**config.mk**
```make
export PLATFORM = sky130hd
export DESIGN_NAME = svs_ctrl
export DESIGN_NICKNAME = d
export VERILOG_FILES = /design/src/hdl/svs_pkg.sv /design/src/hdl/svs_ctrl.sv
export SDC_FILE = /design/constraint.sdc
export NUM_CORES = 1
export LEC_CHECK = 0
export ABC_AREA = 1
export BUFFER_PORTS_ARGS = -buffer_cell sky130_fd_sc_hd__buf_2
export CAP_MARGIN = 10
export CORE_UTILIZATION = 52
export DETAILED_ROUTE_END_ITERATION = 12
export PLACE_DENSITY_LB_ADDON = 0.2
export SETUP_SLACK_MARGIN = 0.15
export SYNTH_ARGS = -nofsm -noshare
export SYNTH_HDL_FRONTEND = slang
export SYNTH_SLANG_ARGS = --single-unit
export TNS_END_PERCENT = 100
```
**constraint.sdc**
```tcl
create_clock -name i_clk -period 2.58 [get_ports i_clk]
set_clock_uncertainty 0.05 [all_clocks]
set_input_delay 0.129 -clock i_clk [delete_from_list [all_inputs] [get_ports i_clk]]
set_output_delay 0.129 -clock i_clk [all_outputs]
set_load 0.01 [all_outputs]
```
**src/hdl/svs_pkg.sv**
```systemverilog
package svs_pkg;

    localparam int MAX_NONZERO = 1024;
    localparam int CACHE_DEPTH = 32;
    localparam int COLUMN_BITS = 16;

    localparam int VAL_W   = 64;
    localparam int VLEN_W  = COLUMN_BITS + 1;
    localparam int CNT_W   = $clog2(MAX_NONZERO + 1);
    localparam int ADDR_W  = $clog2(MAX_NONZERO);
    localparam int FILL_W  = $clog2(CACHE_DEPTH + 1);
    localparam int CIDX_W  = $clog2(CACHE_DEPTH);
    localparam int ENTRY_W = COLUMN_BITS + VAL_W;
    localparam int SQ_W    = CNT_W + 2 * (FILL_W + 1);
    localparam int STAT_W  = 2;

    localparam logic [VAL_W-1:0] ABS_MASK = {1'b0, {(VAL_W - 1){1'b1}}};

    localparam logic [STAT_W-1:0] ST_OK    = 2'd0;
    localparam logic [STAT_W-1:0] ST_RANGE = 2'd1;
    localparam logic [STAT_W-1:0] ST_FULL  = 2'd2;

    localparam logic OP_READ  = 1'b0;
    localparam logic OP_WRITE = 1'b1;

    typedef enum logic [4:0] {
        CMD_NONE,
        CMD_LOAD,
        CMD_CS_RD,
        CMD_CS_CHK,
        CMD_SR_INIT,
        CMD_SR_RD,
        CMD_SR_CHK,
        CMD_SR_FRD,
        CMD_SR_FCHK,
        CMD_DECIDE,
        CMD_RK_INIT,
        CMD_RK_RDI,
        CMD_RK_LDI,
        CMD_RK_RDJ,
        CMD_RK_CHKJ,
        CMD_RK_WR,
        CMD_MG_INIT,
        CMD_MG_RD,
        CMD_MG_CHK,
        CMD_MG_END,
        CMD_SQ,
        CMD_APPEND,
        CMD_RESULT
    } t_cmd;

    typedef struct packed {
        logic range_bad;
        logic is_write;
        logic fill_zero;
        logic cs_match;
        logic cs_last;
        logic stored_zero;
        logic sr_last;
        logic sr_lo_end;
        logic dec_full;
        logic dec_hit;
        logic dec_merge;
        logic rk_jlast;
        logic rk_ilast;
        logic mg_done;
        logic sq_done;
    } t_stat;

    function automatic logic is_nz(input logic [VAL_W-1:0] v);
        return (v & ABS_MASK) != '0;
    endfunction

endpackage

```
**src/hdl/svs_ctrl.sv**
```systemverilog
module svs_ctrl import svs_pkg::*; (
    input  logic  i_clk,
    input  logic  i_rst_n,
    input  logic  i_in_valid,
    output logic  o_in_ready,
    output logic  o_out_valid,
    input  logic  i_out_ready,
    input  t_stat i_stat,
    output t_cmd  o_cmd
);
    typedef enum logic [4:0] {
        S_IDLE, S_RANGE, S_CS_RD, S_CS_CHK, S_SR_INIT, S_SR_RD, S_SR_CHK,
        S_SR_FRD, S_SR_FCHK, S_DECIDE, S_RK_INIT, S_RK_RDI, S_RK_LDI,
        S_RK_RDJ, S_RK_CHKJ, S_RK_WR, S_MG_INIT, S_MG_RD, S_MG_CHK,
        S_MG_END, S_SQ, S_APPEND, S_OUT
    } t_state;

    t_state r_state, n_state;
    logic   r_out_valid;
    logic   out_free;

    assign out_free    = !r_out_valid || i_out_ready;
    assign o_in_ready  = (r_state == S_IDLE);
    assign o_out_valid = r_out_valid;

    always_comb begin
        case (r_state)
            S_IDLE:    o_cmd = i_in_valid ? CMD_LOAD : CMD_NONE;
            S_CS_RD:   o_cmd = CMD_CS_RD;
            S_CS_CHK:  o_cmd = CMD_CS_CHK;
            S_SR_INIT: o_cmd = CMD_SR_INIT;
            S_SR_RD:   o_cmd = CMD_SR_RD;
            S_SR_CHK:  o_cmd = CMD_SR_CHK;
            S_SR_FRD:  o_cmd = CMD_SR_FRD;
            S_SR_FCHK: o_cmd = CMD_SR_FCHK;
            S_DECIDE:  o_cmd = CMD_DECIDE;
            S_RK_INIT: o_cmd = CMD_RK_INIT;
            S_RK_RDI:  o_cmd = CMD_RK_RDI;
            S_RK_LDI:  o_cmd = CMD_RK_LDI;
            S_RK_RDJ:  o_cmd = CMD_RK_RDJ;
            S_RK_CHKJ: o_cmd = CMD_RK_CHKJ;
            S_RK_WR:   o_cmd = CMD_RK_WR;
            S_MG_INIT: o_cmd = CMD_MG_INIT;
            S_MG_RD:   o_cmd = CMD_MG_RD;
            S_MG_CHK:  o_cmd = CMD_MG_CHK;
            S_MG_END:  o_cmd = CMD_MG_END;
            S_SQ:      o_cmd = CMD_SQ;
            S_APPEND:  o_cmd = CMD_APPEND;
            S_OUT:     o_cmd = out_free ? CMD_RESULT : CMD_NONE;
            default:   o_cmd = CMD_NONE;
        endcase
    end

    always_comb begin
        n_state = r_state;
        case (r_state)
            S_IDLE:    if (i_in_valid) n_state = S_RANGE;
            S_RANGE: begin
                if (i_stat.range_bad)      n_state = S_OUT;
                else if (i_stat.fill_zero) n_state = S_SR_INIT;
                else                       n_state = S_CS_RD;
            end
            S_CS_RD:   n_state = S_CS_CHK;
            S_CS_CHK: begin
                if (i_stat.cs_match)     n_state = S_DECIDE;
                else if (i_stat.cs_last) n_state = S_SR_INIT;
                else                     n_state = S_CS_RD;
            end
            S_SR_INIT: n_state = i_stat.stored_zero ? S_DECIDE : S_SR_RD;
            S_SR_RD:   n_state = S_SR_CHK;
            S_SR_CHK:  n_state = i_stat.sr_last ? S_SR_FRD : S_SR_RD;
            S_SR_FRD:  n_state = i_stat.sr_lo_end ? S_DECIDE : S_SR_FCHK;
            S_SR_FCHK: n_state = S_DECIDE;
            S_DECIDE: begin
                if (!i_stat.is_write || i_stat.dec_full || i_stat.dec_hit) n_state = S_OUT;
                else if (i_stat.dec_merge) n_state = S_RK_INIT;
                else                       n_state = S_APPEND;
            end
            S_RK_INIT: n_state = S_RK_RDI;
            S_RK_RDI:  n_state = S_RK_LDI;
            S_RK_LDI:  n_state = S_RK_RDJ;
            S_RK_RDJ:  n_state = S_RK_CHKJ;
            S_RK_CHKJ: n_state = i_stat.rk_jlast ? S_RK_WR : S_RK_RDJ;
            S_RK_WR:   n_state = i_stat.rk_ilast ? S_MG_INIT : S_RK_RDI;
            S_MG_INIT: n_state = S_MG_RD;
            S_MG_RD:   n_state = S_MG_CHK;
            S_MG_CHK:  n_state = i_stat.mg_done ? S_MG_END : S_MG_RD;
            S_MG_END:  n_state = S_SQ;
            S_SQ:      if (i_stat.sq_done) n_state = S_APPEND;
            S_APPEND:  n_state = S_OUT;
            S_OUT:     if (out_free) n_state = S_IDLE;
            default:   n_state = S_IDLE;
        endcase
    end

    always_ff @(posedge i_clk) begin
        if (!i_rst_n) begin
            r_state     <= S_IDLE;
            r_out_valid <= 1'b0;
        end else begin
            r_state <= n_state;
            if (r_state == S_OUT && out_free) begin
                r_out_valid <= 1'b1;
            end else if (i_out_ready) begin
                r_out_valid <= 1'b0;
            end
        end
    end
endmodule

```
==> out/qor.txt <==
Synth Area in XOR/XNOR: 0%
Die Y: 40.8 µm
Cell count after synthesis: 154
Layout area overhead: 21.6%
Design area: 951 µm²
Mean cell area of the mapped netlist: 5.08 µm²
DRC viols: 0
Worst-case hold slack: 0.0577 ns
Syn Nets: 173
Psw: 492 µW
Starting Density: 57.9%
Overflow after GRT: 0
First-pass GRT wire length: 3590 µm
Sequential fraction of design power: 20.5%
Vias per cell: 5.73
Final min period: 1.92 ns
# hold bufs at CTS: 0
Async set-reset flop share out of synthesis: 0%
Logic pwr share: 69.4%
Share of layout cells above drive strength 1: 21.4%
Yosys reg bits: 6
Fmax: 0.522 GHz
TNS Setup: 0 ns
Post-synthesis compound-gate area fraction: 10.7%
Arrival time worst endpoint: 1.74 ns
Num CTS Buffers: 3
DR WL/cell: 12.5 µm
Worst Path Max Fanout: 7
Ys flop type: dfxtp_1
Tot GR Track Use: 33.3%
CP Class: flop to primary output
HPWL Detailed: 2050 µm
Vias: 1128
Post-Synth Adder-Cell Area: 0%
Largest family of logic cells by synthesized area: simple AND/OR/NAND/NOR gates
Worst slew pin tran: 0.357 ns
Post-synth EDFFs: 0
Post-synthesis simple-gate area fraction: 61.3%
Ys Warns: 0
Initial antenna violation count: 0
Post-CTS setup buffers: 0
Synth area leaders: nand2_1, dfxtp_1, nand3_1
Via count of the first global-routing pass: 868
Pwr dens: 916 nW/µm²
Clk slew on worst S/H paths: 0.04 ns
Crit. End Element: primary output
CTS tree: built
Die W: 40.8 µm
Diode count: 0
Worst skew pair latency: 0.25 ns
Pre-Repair DR Iteration Count: 4
Number of nets with antenna violations after routing: 0
Top-area cell type share of the netlist area: 21.1%
Core Footprint: 1350 µm²
Num ports: 26
Mapped cell area: 782 µm²
Top cells by count, synth: nand2_1, nor2_1, inv_1, nand3_1
Die area: 1660 µm²
Post_cts resized: 0
Count of cell types in the netlist: 24
Htree depth: 1
Initial DRC count: 69
Internal: 379 µW
CP startpoint kind: flop
Max VDD drop: 488 µV
# setup viols final: 0
Pins Over Slew Limit: 0
Fraction of synthesized area in multiplexers: 0%
Fin nets: 203
RSZ-0062 raised after global routing: false
Leak: 0.000560 µW
Min-Delay Path Class: primary input to flop
Std cell rows: 13
Placed cell areas: 928 µm²
Final Hold Vio Count: 0
Clock root cell: clkbuf_4
Final Wtd Congestion: 1.00
Clock sinks: 6
Switching Share: 56.5%
Max-Cap Viols: 0
Clock power frac: 10.1%
Worst reg-to-reg setup slack: 0.94 ns
Status: finished clean
Largest net degree at the start of global routing: 10
Most frequent cell after synthesis: nand2_1
Number of port buffers: 25
Sequential fraction of the synthesis area: 15.4%
Worst EP required: 2.40 ns
Post-synth top area cell: nand2_1
Fin crit share: 74.3%
Drt total wl: 2460 µm
Clock buffer depth: 2
Normalized max-slew margin: 76.1%
## path summary, 6_finish.rpt
check	startpoint	end	depth (start not counted)
hold / removal	i_rst_n	r_state[1]	2
setup reg to reg	r_state[4]	r_state[2]	8
hold reg to reg	o_out_valid	o_out_valid	4
setup / recovery	r_state[4]	o_cmd[1]	6
## placed cells by master, fill, tap and decap left out, types with 3 or more instances in the layout
cell      Yosys  final
nand4_1       5      5
nor3_1        4      4
buf_2         1     25
inv_2         4      4
nor2_2        3      3
dfxtp_1       6      6
a21oi_1       6      6
nand3_1      21     21
nor2_1       26     26
clkbuf_4      0      3
nand2_1      44     44
inv_1        21     21
## per-layer routing
layer	wire length (µm)	GRT usage [%]
met1	1050	42.3
met2	1080	55.1
met3	247	4.35
met4	78	15.0
met5	0	0
## area by class of cell
class | instances | area, µm²
clock buffers | 3 | 22.5
fillers | 145 | 399
inverters | 25 | 93.8
multi-input cells | 122 | 563
flip-flops and latches | 6 | 120
well taps | 15 | 18.8
repair buffers | 26 | 133
## power groups by stage
| stage | clock (µW) | combinational, µW | sequential, µW |
|---|---|---|---|
| 3_3_place_gp | 0 | 589 | 175 |
| 4_1_cts | 87.8 | 594 | 175 |
| 6_report | 88.0 | 605 | 178 |
| 3_5_place_dp | 0 | 594 | 177 |
| 2_1_floorplan | 0 | 427 | 162 |
| 5_1_grt | 91.1 | 671 | 181 |
## cell families after synthesis
| family | Yosys count |
|---|---|
| DFF | 6 |
| and+or+nand+nor | 108 |
| AOI/OAI and AO/OA | 14 |
| buffers and inverters | 26 |
## critical path, stage by stage (launching register included)
cell,delay [ns]
dfxtp_1,0.47
inv_1,0.20
nand2_1,0.16
nor2_1,0.12
nor3_1,0.28
nand3_1,0.11
buf_2,0.14
## state kept, by name, summed over array words and instances (netlist names)
name and cells:
o_out_valid 1, r_state 5
## metrics by stage
stage / utilization, % / std cells / setup WS [ns] / total power [µW]
2_1_floorplan: - / 154 / 1.24 / 589
3_3_place_gp: 68.8 / 194 / 0.981 / 765
3_5_place_dp: 68.8 / 194 / 0.980 / 771
4_1_cts: 70.4 / 197 / 0.718 / 858
5_1_grt: 70.4 / 197 / 0.607 / 943
6_report: 70.4 / 197 / 0.663 / 871
Note: power is estimated with default switching activity, not from simulation.
